==> config.mk <==
export PLATFORM = sky130hd
export DESIGN_NAME = bfds_dist
export DESIGN_NICKNAME = d
export VERILOG_FILES = /design/src/rtl/core/bfds_pkg.sv /design/src/rtl/core/bfds_dist.sv
export SDC_FILE = /design/constraint.sdc
export NUM_CORES = 2
export LEC_CHECK = 0
export BUFFER_PORTS_ARGS = -buffer_cell sky130_fd_sc_hd__buf_2
export CAP_MARGIN = 20
export CORE_MARGIN = 2
export CORE_UTILIZATION = 50
export CTS_CLUSTER_DIAMETER = 200
export DETAILED_ROUTE_END_ITERATION = 16
export PLACE_DENSITY = 0.7
export SYNTH_ARGS = -nofsm -noshare
export SYNTH_HDL_FRONTEND = slang
export SYNTH_SLANG_ARGS = --single-unit
==> constraint.sdc <==
create_clock -name clk_i -period 11.1 [get_ports clk_i]
set_clock_uncertainty 0.15 [all_clocks]
set_input_delay 1.11 -clock clk_i [delete_from_list [all_inputs] [get_ports clk_i]]
set_output_delay 1.11 -clock clk_i [all_outputs]
set_load 0.05 [all_outputs]
==> src/rtl/core/bfds_pkg.sv <==
// Package for the back-to-front depth sorter.
// Holds widths, register indexes, state codes and the structs shared by all rtl/core files.
// Depends on nothing.
package bfds_pkg;

  localparam int unsigned ID_W          = 64;
  localparam int unsigned IDX_W         = 10;
  localparam int unsigned CFG_IDX_W     = 2;
  localparam int unsigned DEF_MAX_ENTRIES = 64;
  localparam int unsigned DEF_MAX_PIECES  = 1024;
  localparam int unsigned DEF_COORD_BITS  = 21;

  typedef enum logic [CFG_IDX_W-1:0] {
    REG_CAMERA_X = 2'd0,
    REG_CAMERA_Y = 2'd1,
    REG_CAMERA_Z = 2'd2
  } reg_idx_e;

  typedef enum logic {
    ST_FILL  = 1'b0,
    ST_DRAIN = 1'b1
  } state_e;

  // Tag that travels alongside an item through the distance pipeline.
  typedef struct packed {
    logic valid;
    logic transp;
    logic last;
  } tag_t;

  // Command broadcast to every cell of the sort chain.
  typedef struct packed {
    logic insert;
    logic shift;
  } cell_ctrl_t;

endpackage

==> src/rtl/core/bfds_dist.sv <==
// Three-stage squared-distance pipeline: difference magnitudes, squares, sum.
// Depends on bfds_pkg for the item tag struct and field widths.
module bfds_dist #(
  parameter int unsigned COORD_BITS = bfds_pkg::DEF_COORD_BITS,
  parameter int unsigned DIST_W     = 2 * COORD_BITS + 2
) (
  input  logic                          clk_i,
  input  logic                          rst_ni,
  input  bfds_pkg::tag_t                tag_i,
  input  logic signed [COORD_BITS-1:0]  pos_x_i,
  input  logic signed [COORD_BITS-1:0]  pos_y_i,
  input  logic signed [COORD_BITS-1:0]  pos_z_i,
  input  logic signed [COORD_BITS-1:0]  cam_x_i,
  input  logic signed [COORD_BITS-1:0]  cam_y_i,
  input  logic signed [COORD_BITS-1:0]  cam_z_i,
  input  logic [bfds_pkg::ID_W-1:0]     id_i,
  input  logic [bfds_pkg::IDX_W-1:0]    idx_i,
  output bfds_pkg::tag_t                tag_o,
  output logic [DIST_W-1:0]             dist_o,
  output logic [bfds_pkg::ID_W-1:0]     id_o,
  output logic [bfds_pkg::IDX_W-1:0]    idx_o,
  output logic                          last_busy_o
);

  localparam int unsigned DIFF_W = COORD_BITS + 1;

  logic signed [COORD_BITS-1:0] pos [3];
  logic signed [COORD_BITS-1:0] cam [3];
  logic signed [DIFF_W-1:0]     diff [3];
  logic [DIFF_W-1:0]            mag_d [3];
  logic [DIFF_W-1:0]            mag_q [3];
  logic [DIST_W-1:0]            sq_q [3];
  logic [DIST_W-1:0]            dist_q;

  bfds_pkg::tag_t               tag1_q, tag2_q, tag3_q;
  logic [bfds_pkg::ID_W-1:0]    id1_q, id2_q, id3_q;
  logic [bfds_pkg::IDX_W-1:0]   idx1_q, idx2_q, idx3_q;

  assign pos[0] = pos_x_i;
  assign pos[1] = pos_y_i;
  assign pos[2] = pos_z_i;
  assign cam[0] = cam_x_i;
  assign cam[1] = cam_y_i;
  assign cam[2] = cam_z_i;

  for (genvar k = 0; k < 3; k++) begin : g_axis
    // One extra bit keeps the difference exact for any pair of coordinates.
    assign diff[k]  = DIFF_W'(pos[k]) - DIFF_W'(cam[k]);
    assign mag_d[k] = diff[k][DIFF_W-1] ? DIFF_W'(-diff[k]) : DIFF_W'(diff[k]);

    always_ff @(posedge clk_i) begin
      mag_q[k] <= mag_d[k];
      sq_q[k]  <= DIST_W'(mag_q[k]) * DIST_W'(mag_q[k]);
    end
  end

  always_ff @(posedge clk_i) begin
    dist_q <= sq_q[0] + sq_q[1] + sq_q[2];
    id1_q  <= id_i;
    id2_q  <= id1_q;
    id3_q  <= id2_q;
    idx1_q <= idx_i;
    idx2_q <= idx1_q;
    idx3_q <= idx2_q;
  end

  always_ff @(posedge clk_i or negedge rst_ni) begin
    if (!rst_ni) begin
      tag1_q <= '0;
      tag2_q <= '0;
      tag3_q <= '0;
    end else begin
      tag1_q <= tag_i;
      tag2_q <= tag1_q;
      tag3_q <= tag2_q;
    end
  end

  assign tag_o  = tag3_q;
  assign dist_o = dist_q;
  assign id_o   = id3_q;
  assign idx_o  = idx3_q;

  assign last_busy_o = (tag1_q.valid && tag1_q.last) || (tag2_q.valid && tag2_q.last)
                    || (tag3_q.valid && tag3_q.last);

endmodule

Word-level counts from Yosys, hierarchy flattened
Memory sizes are Yosys's and may differ from the RTL's.
Index checks and enable logic that the tools add are counted.
{"block": "classes", "n_addsub": 8, "mul": 3, "muxes": 3, "n_reduce_logical": 5}
{"op": "$mul A22 B22 Y44", "count": 3}
{"op": "$add A44 B44 Y44", "count": 2}
{"op": "$mux W22", "count": 3}
{"op": "$neg A22 Y22", "count": 3}
{"op": "$sub A21 B21 Y22", "count": 3}
{"op": "$logic_and A1 B1 Y1", "count": 3}
{"op": "$logic_or A1 B1 Y1", "count": 2}
{"block": "totals", "regBits": 275, "ramBits": 198, "output_inout_bits": 122, "word_cells": 37, "n_memories": 2}
{"name": "sq_q", "words": 3, "word_bits": 44, "rd": 3, "rd_clocked_by_memory_dff": 0, "write_ports": 3, "line": "bfds_dist.sv:32", "text": "logic [DIST_W-1:0] sq_q [3];"}
{"name": "mag_q", "words": 3, "word_bits": 22, "rd": 3, "rd_clocked_by_memory_dff": 0, "write_ports": 3, "line": "bfds_dist.sv:31", "text": "logic [DIFF_W-1:0] mag_q [3];"}

Depth between registers and ports, before layout
{"block": "logic_depth", "depth_word": 3, "mapped_depth": 29, "depth_no_buf": 27}

Worst setup path before layout
OpenSTA, ideal clock, no wires.
{"block": "synth_path", "kind": "reg2reg", "start": "mem mag_q[0][40] in the netlist's numbering", "end": "mem sq_q[0][84] in the netlist's numbering", "arrival_time_ps": 6891, "t_required_ps": 10808, "slack_ps": 3917, "stages_incl_launch_ff": 26, "path_buffers": 3, "cell_sequence": "dfxtp_1 clkbuf_1 clkbuf_1 nand2_1 fa_1 inv_1 fa_1 inv_1 fa_1 inv_1 fa_1 fa_1 fa_1 inv_1 fa_1 inv_1 ha_1 clkbuf_1 nand2_1 nor2_1 nand3_1 or4_1 o211ai_1 a21oi_1 o2111ai_1 or4b_2"}
{"item": "from (decl)", "line": "bfds_dist.sv:31"}
{"item": "to (decl)", "line": "bfds_dist.sv:32"}

==> out/results.ini <==
[final_layout]
post-route-util_pct = 54.5
fin_nets = 8219
multi_input_comb_area_sq_mm = 0.0430
nFillCells = 10200
drive_gt1_share_pct = 7.87
syn_to_final_growth_pct = 8.22
seq_area_sq_mm = 0.00945

[setup_path]
cp-endpoint = sq_q[0][85]$_DFF_P_
critical_path.max_fanout = 18
worst_r2r_path_depth = 21
startpoint = mag_q[0][30]$_DFF_P_
crit_path_cell_trace = inv_1, nor2_1, inv_1, fa_1, fa_1, inv_1, fa_1, fa_1, fa_1, fa_1, fa_1, ha_1, nand4_1, nor2_1, a2bb2oi_1, a32oi_1, o211ai_1, o21ai_0, a41oi_1, o2111ai_1, or3b_2
cp-start-kind = flip-flop
r2r-start = mag_q[0][30]$_DFF_P_
cpPeakStageDelay_ns = 0.91
cp-end-kind = flip-flop
arrival_ns = 8.60
reg2reg_slack_ns = 2.85
cp.required_ns = 11.46
crit_top_cell = fa_1
cp_slowest_cell = dfxtp_1
r2r_end = sq_q[0][85]$_DFF_P_
critPathKind = flip-flop to flip-flop

[sta]
report.final.hold_viol_count = 0
tightestPinTransition_ns = 1.14
finalSetupViolCount = 0
fin_setup_tns_ns = 0
fin_crit_ns = 8.25
max_freq_ghz = 0.121
relSlewSlack_pct = 24.0
grt_setup_unrepaired = no
maxSlewViolCount = 0
fin_crit_sh_pct = 74.3

[synth]
yosys_warnings = 0
async_flop_share_pct = 1.91
synth_area_sq_mm = 0.0585
synth_seq_cells = 470
ys_seq_area_share_pct = 16.2
syn_avg_cell_area_sq_um = 9.58
yosysUniqueCellTypes = 87
synthCells = 6109
synth_edf_count = 0
synth_flop_cell = dfxtp_1

[grt]
grt_pass1_vias = 43500
grt_pass1_wl_mm = 219
grt_overflow = 0
antenna_found_initial = 15
grt_use_total_pct = 22.6
grt_max_degree = 28

[route]
wl_mm = 133
drt_iter0_drc = 2486
viasPerCell = 5.20
drcViolationCount = 0
via_count = 41100
first_pass_iters = 5
drt-wirelength-per-cell_um = 16.8
postRouteAntennaNets = 0

[floorplanning]
die_y_um = 346
dieWidth_um = 346
start_util_pct = 50.4
core_area_sq_mm = 0.116
placementRows = 125
die-area_sq_mm = 0.120
io_pins = 327

[clock_network]
cts_tree = yes
ctsResizeCount = 0
numCtsBuffers = 50
cts_hold_buf = 0
clock_sinks = 470
cts_max_level = 2
cts-root-buf = clkbuf_16
clk_latency_ns = 0.65
cts_buffer_depth = 3
clk_pin_slew_ns = 0.06
post-cts-setup-buffers = 0

[job]
max_cap_violations = 0

[placed_design]
io_buffers = 326
routabilityCongestion = 0.917
dp_hpwl_mm = 110

[worst_hold_path]
hp-class = input port to asynchronous set/reset pin

[status]
status = completed

-- sequential cells by signal, indices dropped and copies added, names as in the netlist --
| signal | flops |
|---|---|
| dist_o | 44 |
| id1_q | 64 |
| id2_q | 64 |
| id_o | 64 |
| idx1_q | 10 |
| idx2_q | 10 |
| idx_o | 10 |
| mag_q | 66 |
| sq_q | 129 |
| tag1_q | 3 |
| tag2_q | 3 |
| tag_o | 3 |
-- how the worst min path moves through the flow --
stage / startpoint / to / slack, ns / cells past startpoint
after floorplan: id1_q[0]$_DFF_P_ / id2_q[0]$_DFF_P_ / 0.16 / 0
after global placement: id1_q[10]$_DFF_P_ / id2_q[10]$_DFF_P_ / 0.16 / 0
after detailed placement: id1_q[10]$_DFF_P_ / id2_q[10]$_DFF_P_ / 0.16 / 0
after CTS: rst_ni / tag2_q[0]$_DFF_PN0_ / 0.13 / 1
after global routing: rst_ni / tag2_q[0]$_DFF_PN0_ / 0.15 / 1
final: rst_ni / tag2_q[0]$_DFF_PN0_ / 0.17 / 1
-- cells in the final DEF, fill, tap and decap left out, types with 50 or more instances in the layout --
| cell | n |
|---|---|
| and2_1 | 274 |
| ha_1 | 604 |
| o21ai_0 | 120 |
| dfxtp_1 | 461 |
| nand3_1 | 54 |
| xor2_1 | 111 |
| a21o_1 | 127 |
| clkbuf_16 | 50 |
| xnor2_1 | 184 |
| fa_1 | 1069 |
| buf_2 | 327 |
| nand2_1 | 499 |
| nor2_1 | 194 |
| a21oi_1 | 221 |
| inv_1 | 1443 |
-- layer usage --
layer	global-route usage [%]	vias up	routed length (um)
li1	-	19300	-
met4	7.87	10	4870
met5	0	-	71
met2	38.7	1184	64300
met1	28.5	20300	54700
met3	4.52	269	8740
-- layout make-up --
type,instances,area share (%)
tap,1524,3.01
inverter,1444,8.56
clock buffer,65,2.22
sequential,470,14.9
multi-input combinational,4023,67.9
antenna,1,0.00395
timing repair buffer,352,2.94
clock inverter,27,0.444
-- synth_stat cells (37+ instances only) --
library cell	count	area (sq um)
o21ai_0	120	601
xnor2_1	184	1610
nand2_1	499	1870
nor3_1	37	185
nor2b_1	44	275
nand3_1	54	270
and2_1	274	1710
xor2_1	111	972
a21oi_1	221	1110
fa_1	1069	21400
clkbuf_1	169	634
ha_1	604	7560
nor2_1	194	728
dfxtp_1	461	9230
a21o_1	127	953
inv_1	1443	5420
-- stage by stage --
step | hold WS, ns | cell area (sq um) | setup WS [ns] | std cells
2_1_floorplan | 0.160 | 58500 | 3.92 | 6111
3_3_place_gp | 0.160 | 61600 | 3.01 | 7810
3_5_place_dp | 0.162 | 61600 | 2.98 | 7811
4_1_cts | 0.129 | 63300 | 2.94 | 7903
5_1_grt | 0.151 | 63300 | 2.35 | 7905
6_report | 0.165 | 63400 | 2.85 | 7906
-- cell families after synthesis --
| group | Yosys count | share of synthesized area (%) |
|---|---|---|
| adders and majority gates | 1676 | 49.5 |
| buffers and inverters | 1618 | 10.4 |
| other | 1 | 0.00641 |
| xor gates and xnor gates | 297 | 4.48 |
| AOI/OAI and AO/OA | 767 | 8.68 |
| muxes | 13 | 0.239 |
| and+or+nand+nor | 1267 | 10.5 |
| DFF | 470 | 16.2 |
-- worst max-delay path, delay by kind of cell (launching register included) --
| family | cells | cell delay [ns] |
|---|---|---|
| fa+ha+maj | 8 | 3.90 |
| simple gates | 4 | 1.16 |
| compound gates | 6 | 1.43 |
| buf+inv | 3 | 0.55 |
| flops | 1 | 0.91 |
Power is left out: the tool's default activity adds up to more than one toggle a clock period on the data nets, which glitch-free logic cannot reach.
