## src/rtl/core/bfds_pkg.sv

```systemverilog
// Package for the back-to-front depth sorter.
// Holds widths, register indexes, state codes and the structs shared by all rtl/core files.
// Depends on nothing.
package bfds_pkg;

  localparam int unsigned ID_W          = 64;
  localparam int unsigned IDX_W         = 10;
  localparam int unsigned CFG_IDX_W     = 2;
  localparam int unsigned DEF_MAX_ENTRIES = 64;
  localparam int unsigned DEF_MAX_PIECES  = 1024;
  localparam int unsigned DEF_COORD_BITS  = 21;

  typedef enum logic [CFG_IDX_W-1:0] {
    REG_CAMERA_X = 2'd0,
    REG_CAMERA_Y = 2'd1,
    REG_CAMERA_Z = 2'd2
  } reg_idx_e;

  typedef enum logic {
    ST_FILL  = 1'b0,
    ST_DRAIN = 1'b1
  } state_e;

  // Tag that travels alongside an item through the distance pipeline.
  typedef struct packed {
    logic valid;
    logic transp;
    logic last;
  } tag_t;

  // Command broadcast to every cell of the sort chain.
  typedef struct packed {
    logic insert;
    logic shift;
  } cell_ctrl_t;

endpackage

```

## src/rtl/core/bfds_cell.sv

```systemverilog
// One cell of the sort chain: holds one entry and compares it with the item being inserted.
// Depends on bfds_pkg for the cell command struct and field widths.
module bfds_cell #(
  parameter int unsigned DIST_W = 2 * bfds_pkg::DEF_COORD_BITS + 2
) (
  input  logic                         clk_i,
  input  bfds_pkg::cell_ctrl_t         ctrl_i,
  input  logic                         occupied_i,
  input  logic                         prev_ahead_i,
  input  logic [DIST_W-1:0]            prev_dist_i,
  input  logic [bfds_pkg::ID_W-1:0]    prev_id_i,
  input  logic [bfds_pkg::IDX_W-1:0]   prev_idx_i,
  input  logic [DIST_W-1:0]            next_dist_i,
  input  logic [bfds_pkg::ID_W-1:0]    next_id_i,
  input  logic [bfds_pkg::IDX_W-1:0]   next_idx_i,
  input  logic [DIST_W-1:0]            new_dist_i,
  input  logic [bfds_pkg::ID_W-1:0]    new_id_i,
  input  logic [bfds_pkg::IDX_W-1:0]   new_idx_i,
  output logic                         ahead_o,
  output logic [DIST_W-1:0]            dist_o,
  output logic [bfds_pkg::ID_W-1:0]    id_o,
  output logic [bfds_pkg::IDX_W-1:0]   idx_o
);

  logic [DIST_W-1:0]          dist_q;
  logic [bfds_pkg::ID_W-1:0]  id_q;
  logic [bfds_pkg::IDX_W-1:0] idx_q;

  // A stored entry stays ahead when it is farther away, or equally far with an id
  // no larger than the new one, so equal keys keep their arrival order.
  assign ahead_o = occupied_i &&
                   ((dist_q != new_dist_i) ? (dist_q > new_dist_i) : (id_q <= new_id_i));

  always_ff @(posedge clk_i) begin
    if (ctrl_i.insert && !ahead_o) begin
      if (prev_ahead_i) begin
        dist_q <= new_dist_i;
        id_q   <= new_id_i;
        idx_q  <= new_idx_i;
      end else begin
        dist_q <= prev_dist_i;
        id_q   <= prev_id_i;
        idx_q  <= prev_idx_i;
      end
    end else if (ctrl_i.shift) begin
      dist_q <= next_dist_i;
      id_q   <= next_id_i;
      idx_q  <= next_idx_i;
    end
  end

  assign dist_o = dist_q;
  assign id_o   = id_q;
  assign idx_o  = idx_q;

endmodule

```

## config.mk

```make
export PLATFORM = sky130hd
export DESIGN_NAME = bfds_cell
export DESIGN_NICKNAME = d
export VERILOG_FILES = /design/src/rtl/core/bfds_pkg.sv /design/src/rtl/core/bfds_cell.sv
export SDC_FILE = /design/constraint.sdc
export NUM_CORES = 1
export LEC_CHECK = 0
export ABC_CLOCK_PERIOD_IN_PS = 6700
export BUFFER_PORTS_ARGS = -buffer_cell sky130_fd_sc_hd__buf_4
export CORE_AREA = 2 2 184 186
export DETAILED_ROUTE_END_ITERATION = 8
export DIE_AREA = 0 0 186 188
export HOLD_SLACK_MARGIN = 0.06
export PLACE_DENSITY = 0.52
export SLEW_MARGIN = 20
export SYNTH_ARGS = -nofsm -noshare
export SYNTH_HDL_FRONTEND = slang
export SYNTH_SLANG_ARGS = --single-unit
```

## constraint.sdc

```tcl
create_clock -name clk_i -period 6.7 [get_ports clk_i]
set_input_delay 0.67 -clock clk_i [delete_from_list [all_inputs] [get_ports clk_i]]
set_output_delay 0.67 -clock clk_i [all_outputs]
set_load 0.02 [all_outputs]
```

After elaboration in Yosys (flattened, before gate mapping)
Cells that the tools add are included.
{ "op_classes": {"n_eq_ne": 1, "n_mux": 10, "n_reduce_logical": 4, "magnitude_cmp": 2} }
{ "op_table": {"columns": ["operator", "n"], "rows": [
  ["64-bit 2-to-1 mux", 3],
  ["44-bit 2-to-1 mux", 3],
  ["64-bit less-or-equal comparator", 1],
  ["44-bit greater-than comparator", 1],
  ["44-bit != test", 1],
  ["10-bit 2-to-1 mux", 3],
  ["1-bit logical AND", 2],
  ["2-bit nonzero test", 1],
  ["1-bit zero test", 1],
  ["1-bit 2-to-1 mux", 1]
]} }
{ "totals": {"out_inout_bits": 119, "elab_cells": 20, "reg_bits": 118, "in_bits": 359} }

Logic depth before layout (Yosys ltp)
{ "logic_depth": {"word_depth": 6, "ltp_mapped": 12, "mapped_depth_nobuf": 10} }

Worst setup path before layout
No wires, ideal clock.
{ "synth_timing": {"path_kind": "input to register", "startpoint": "input new_dist_i[1]", "endpoint": "register dist_q[0], in the netlist dist_o[0], enable pin", "setup_time_ns": 0.485, "path_stages": 12, "required_time_ns": 6.215, "setup_slack_ns": 0.898, "n_path_buf": 2, "arrival_time_ns": 5.316, "path_cell_list": "inv_1 ha_1 nor2b_1 o211ai_1 a21boi_0 o41ai_1 a31oi_1 a2111o_1 a31oi_1 buf_2 buf_6 or2_1"} }
{ "synth_between": {"elab_chain_len": 6, "elab_cells_between_ends": 7, "classes_between": "order compare (1); eq/ne (1); mux (1); reduce/logical (4)"} }
{ "synth_rtl": {"columns": ["element", "line", "rtl"], "rows": [
  ["from (decl)", "bfds_cell.sv:16", "input logic [DIST_W-1:0] new_dist_i,"],
  ["44-bit greater-than comparator or 44-bit != test (tied branches)", "bfds_cell.sv:32", "((dist_q != new_dist_i) ? (dist_q > new_dist_i) : (id_q <= new_id_i));"],
  ["1-bit 2-to-1 mux (*)", "bfds_cell.sv:32", null],
  ["1-bit logical AND (*)", "bfds_cell.sv:31", "assign ahead_o = occupied_i &&"],
  ["1-bit zero test (*)", "bfds_cell.sv:35", "if (ctrl_i.insert && !ahead_o) begin"],
  ["1-bit logical AND (*)", "bfds_cell.sv:35", null],
  ["2-bit nonzero test (no line) (*)", null, null],
  ["to (signal assigned)", "bfds_cell.sv:37", "dist_q <= new_dist_i;"],
  ["to (signal assigned)", "bfds_cell.sv:41", "dist_q <= prev_dist_i;"],
  ["to (signal assigned)", "bfds_cell.sv:46", "dist_q <= next_dist_i;"],
  ["to (decl)", "bfds_cell.sv:25", "logic [DIST_W-1:0] dist_q;"]
]} }
Mark *: on every way between the ends. The rest lies on a longest branch, timed or not.
A chain may end at the register's enable or synchronous reset.

Worst setup path in the final report
{ "layout_timing": {"startpoint": "register dist_q[37], in the netlist dist_o[37]", "endpoint": "register idx_q (netlist bit idx_o[5]), data pin"} }
{ "layout_between": {"elab_chain_len": 6, "elab_cells_between_ends": 7, "classes_between": "order compare (1); eq/ne (1); mux (2); reduce/logical (3)"} }
{ "layout_rtl": {"columns": ["element", "line", "rtl"], "rows": [
  ["44-bit greater-than comparator or 44-bit != test (tied branches)", "bfds_cell.sv:32", null],
  ["1-bit 2-to-1 mux (*)", "bfds_cell.sv:32", null],
  ["1-bit logical AND (*)", "bfds_cell.sv:31", null],
  ["1-bit zero test (*)", "bfds_cell.sv:35", null],
  ["1-bit logical AND (*)", "bfds_cell.sv:35", null],
  ["10-bit 2-to-1 mux (*)", "bfds_cell.sv:35", null],
  ["to (signal assigned)", "bfds_cell.sv:39", "idx_q <= new_idx_i;"],
  ["to (signal assigned)", "bfds_cell.sv:43", "idx_q <= prev_idx_i;"],
  ["to (signal assigned)", "bfds_cell.sv:48", "idx_q <= next_idx_i;"],
  ["to (decl)", "bfds_cell.sv:27", "logic [bfds_pkg::IDX_W-1:0] idx_q;"]
]} }
Marks and branches as above.

==> impl_metrics.prom <==
# TYPE chip_impl_metric gauge
chip_impl_metric{name="final.setup_skew",unit="ns"} 0.0113
chip_impl_metric{name="netSwitchingFraction",unit=""} 0.297
chip_impl_metric{name="pwr_density_cell",unit="mW/mm^2"} 209
chip_impl_metric{name="core_area",unit="sq mm"} 0.0331
chip_impl_info{name="startpoint_type",value="register"} 1
chip_impl_metric{name="timing.setup.tns",unit="ns"} 0
chip_impl_metric{name="detail_route.drc_violations",unit=""} 0
chip_impl_metric{name="synth_cells",unit=""} 764
chip_impl_metric{name="dp.cells",unit=""} 1666
chip_impl_metric{name="dr_total_vias",unit=""} 7691
chip_impl_metric{name="power_switching",unit="mW"} 0.881
chip_impl_metric{name="finalMaxSlewViolations",unit=""} 0
chip_impl_metric{name="antenna_violations_before_repair",unit=""} 1
chip_impl_metric{name="clock_tree.buffer_depth",unit=""} 2
chip_impl_metric{name="cts_num_sinks",unit=""} 118
chip_impl_metric{name="placement_rows",unit=""} 67
chip_impl_metric{name="worstRegToRegCells",unit=""} 10
chip_impl_metric{name="drive_gt1_frac",unit=""} 0.598
chip_impl_metric{name="cts.repair_timing.setup_buffer_count",unit=""} 0
chip_impl_metric{name="dpl_worst_slack",unit="ns"} 2.15
chip_impl_info{name="hold_class",value="in2reg"} 1
chip_impl_metric{name="fmax",unit="GHz"} 0.241
chip_impl_metric{name="seq_power_share",unit=""} 0.336
chip_impl_metric{name="firstDrtPassIters",unit=""} 4
chip_impl_metric{name="finalSetupViolCount",unit=""} 0
chip_impl_metric{name="start_util",unit=""} 0.287
chip_impl_metric{name="grt_max_degree",unit=""} 119
chip_impl_info{name="tritoncts",value="done"} 1
chip_impl_metric{name="final_cells",unit=""} 1699
chip_impl_metric{name="power.clock.fraction",unit=""} 0.335
chip_impl_metric{name="wl_per_cell",unit="um"} 19.7
chip_impl_metric{name="synth.ff_latch_count",unit=""} 118
chip_impl_info{name="ws_path_type",value="reg2reg"} 1
chip_impl_metric{name="worst_slew_margin_rel",unit=""} 0.317
chip_impl_metric{name="vdd.ir_drop.worst",unit="V"} 0.000175
chip_impl_metric{name="groute.usage.overall",unit=""} 0.186
chip_impl_metric{name="post_drt_via_cell_ratio",unit=""} 4.53
chip_impl_metric{name="place.gp.congestion",unit=""} 0.799
chip_impl_info{name="clockRootBuffer",value="clkbuf_16"} 1
chip_impl_metric{name="boundaryPins",unit=""} 478
chip_impl_info{name="critical_path.reg2reg.endpoint",value="idx_o[5]"} 1
chip_impl_info{name="most-common-layout-cells",value="478 x buf_4, 127 x mux2_2, 118 x edfxtp_1"} 1
chip_impl_info{name="critical_path.endpoint_type",value="register"} 1
chip_impl_info{name="status",value="complete, no violations"} 1
chip_impl_metric{name="syn_avg_cell_area",unit="sq um"} 12.5
chip_impl_metric{name="arrival_time_at_the_worst_endpoint",unit="ns"} 4.31
chip_impl_metric{name="fill_cells",unit=""} 3265
chip_impl_metric{name="seq_area_frac_synth",unit=""} 0.372
chip_impl_metric{name="worst-endpoint-required",unit="ns"} 6.87
chip_impl_metric{name="clk-insertion-delay-late",unit="ns"} 0.42
chip_impl_metric{name="initialDrtViolationCount",unit=""} 219
chip_impl_metric{name="post_synth_instance_area",unit="sq mm"} 0.00952
chip_impl_metric{name="drt.antenna.violating_nets",unit=""} 0
chip_impl_metric{name="power.static_leakage",unit="nW"} 6.88
chip_impl_metric{name="dpl.hpwl",unit="mm"} 26.6
chip_impl_metric{name="seqCellArea",unit="sq mm"} 0.00354
chip_impl_info{name="unrepaired_setup_endpoints_after_global_routing",value="false"} 1
chip_impl_info{name="cp-endpoint",value="idx_o[5]"} 1
chip_impl_metric{name="timing.final.ws_setup",unit="ns"} 2.55
chip_impl_metric{name="first_pass_grt_wire_length",unit="mm"} 48.1
chip_impl_metric{name="power_frac_comb",unit=""} 0.329
chip_impl_metric{name="ys_warn_count",unit=""} 0
chip_impl_metric{name="cts_resized",unit=""} 0
chip_impl_metric{name="worst_pin_slew",unit="ns"} 1.02
chip_impl_metric{name="die_width",unit="um"} 186
chip_impl_metric{name="ctsHoldBuffers",unit=""} 0
chip_impl_metric{name="crit_fanout",unit=""} 118
chip_impl_metric{name="grt_pass1_vias",unit=""} 8097
chip_impl_metric{name="dieArea",unit="sq mm"} 0.0350
chip_impl_metric{name="post_synth_net_total",unit=""} 1231
chip_impl_metric{name="grt.overflow.total",unit=""} 0
chip_impl_metric{name="post-route-period-util",unit=""} 0.619
chip_impl_metric{name="yosys.cell_types.count",unit=""} 38
chip_impl_metric{name="fraction_of_registers_with_async_set_reset",unit=""} 0
chip_impl_info{name="mostFrequentLayoutCell",value="buf_4"} 1
chip_impl_metric{name="design.final.nets",unit=""} 1704
chip_impl_metric{name="ff2ff_setup_slack",unit="ns"} 2.55
chip_impl_info{name="startpoint",value="dist_o[37]"} 1
chip_impl_info{name="prevailing_post_synth_register_cell",value="edfxtp_1"} 1
chip_impl_metric{name="hold_viol_final",unit=""} 0
chip_impl_metric{name="die_h",unit="um"} 188
chip_impl_info{name="worstReg2RegStart",value="dist_o[37]"} 1
chip_impl_metric{name="cts.reportedPaths.clkPinSlew",unit="ns"} 0.06
chip_impl_metric{name="min_period",unit="ns"} 4.15
chip_impl_metric{name="internal_power_summed_over_all_cells",unit="mW"} 2.08
chip_impl_metric{name="timing.max_cap.violations",unit=""} 0
chip_impl_metric{name="synth-edff-count",unit=""} 118
chip_impl_metric{name="cts-buffers-inserted",unit=""} 17
chip_impl_metric{name="wirelength",unit="mm"} 33.4
chip_impl_metric{name="port_buffers",unit=""} 477
chip_impl_metric{name="multi_input_gate_area_in_the_final_layout",unit="sq mm"} 0.00540
chip_impl_metric{name="h_tree_level_count",unit=""} 4
chip_impl_metric{name="area_growth_syn_to_layout",unit="%"} 48.7
==> cell usage after synthesis, types with 10 or more instances <==
| cell | number | area, sq um |
|---|---|---|
| edfxtp_1 | 118 | 3540 |
| nand3_1 | 18 | 90.1 |
| a21oi_1 | 40 | 200 |
| inv_1 | 109 | 409 |
| nand4_1 | 23 | 144 |
| ha_1 | 108 | 1350 |
| nor2_1 | 10 | 37.5 |
| buf_6 | 11 | 124 |
| a21o_1 | 12 | 90.1 |
| clkbuf_1 | 13 | 48.8 |
| mux2_2 | 127 | 1430 |
| nand2_1 | 15 | 56.3 |
| mux2_4 | 109 | 1640 |
==> routing by layer <==
layer  share of wire  GRT usage  up-vias  routed length (um)
met2            0.52      0.344      300               17500
met3           0.079     0.0555       20                2640
met4           0.013     0.0448        0                 430
met5               0          0        -                   0
li1                -          -     3782                   -
met1            0.38      0.205     3589               12800
==> registers in the layout, indices dropped and copies added (netlist names) <==
register / cells
id_o: 64
dist_o: 44
idx_o: 10
==> power by group through the flow <==
| stage | clock network [mW] | logic, mW | registers [mW] |
|---|---|---|---|
| 2_1_floorplan | 0 | 0.445 | 1.11 |
| 3_3_place_gp | 0 | 0.979 | 1.01 |
| 4_1_cts | 1.02 | 0.990 | 0.997 |
| 3_5_place_dp | 0 | 0.985 | 1.01 |
| 5_1_grt | 1.06 | 1.06 | 1.01 |
| 6_report | 0.991 | 0.975 | 0.996 |
==> worst min-delay path by stage <==
stage,from,to,cells after the start,slack [ns]
2_1_floorplan,next_dist_i[0],dist_o[0],1,0.89
3_3_place_gp,next_dist_i[22],dist_o[22],2,0.97
3_5_place_dp,next_dist_i[35],dist_o[35],2,0.97
4_1_cts,next_id_i[19],id_o[19],2,0.51
5_1_grt,next_id_i[55],id_o[55],2,0.51
6_report,next_id_i[26],id_o[26],2,0.54
==> area by class of cell <==
type / count / share of cell area
inverter: 109 / 0.0289
sequential: 118 / 0.250
tap: 448 / 0.0396
antenna: 1 / 0.000177
clock inverter: 14 / 0.0130
multi-input combinational: 511 / 0.381
clock buffer: 18 / 0.0303
timing repair buffer: 480 / 0.256
==> per-stage QoR <==
step	area [sq um]	hold WS (ns)	power [mW]	utilization
floorplan	9520	0.888	1.56	-
global placement	13500	0.971	1.99	0.409
detailed placement	13500	0.973	2.00	0.409
CTS	14200	0.514	3.01	0.427
global route	14200	0.515	3.12	0.427
finish	14200	0.544	2.96	0.427
==> cell families (layout without fill, tap and decap cells) <==
group / Yosys count / count (layout) / synth area share
AOI/OAI and AO/OA: 83 / 83 / 0.0536
adders and majority gates: 108 / 108 / 0.142
buffers and inverters: 135 / 621 / 0.0625
DFF: 118 / 118 / 0.372
muxes: 236 / 236 / 0.322
other: 0 / 1 / 0
and+or+nand+nor: 84 / 84 / 0.0473
==> critical path, cell delays in order (launching register included) <==
cell       delay, ns
edfxtp_1        0.42
ha_1            0.32
a21o_1          0.19
nand3_1         0.07
a21oi_1         0.08
a2111oi_0       0.79
nand2_1         0.11
a2111o_1        0.40
a31oi_4         0.23
buf_12          0.66
mux2_2          0.41
No activity file was read; power rests on OpenSTA's default activity.
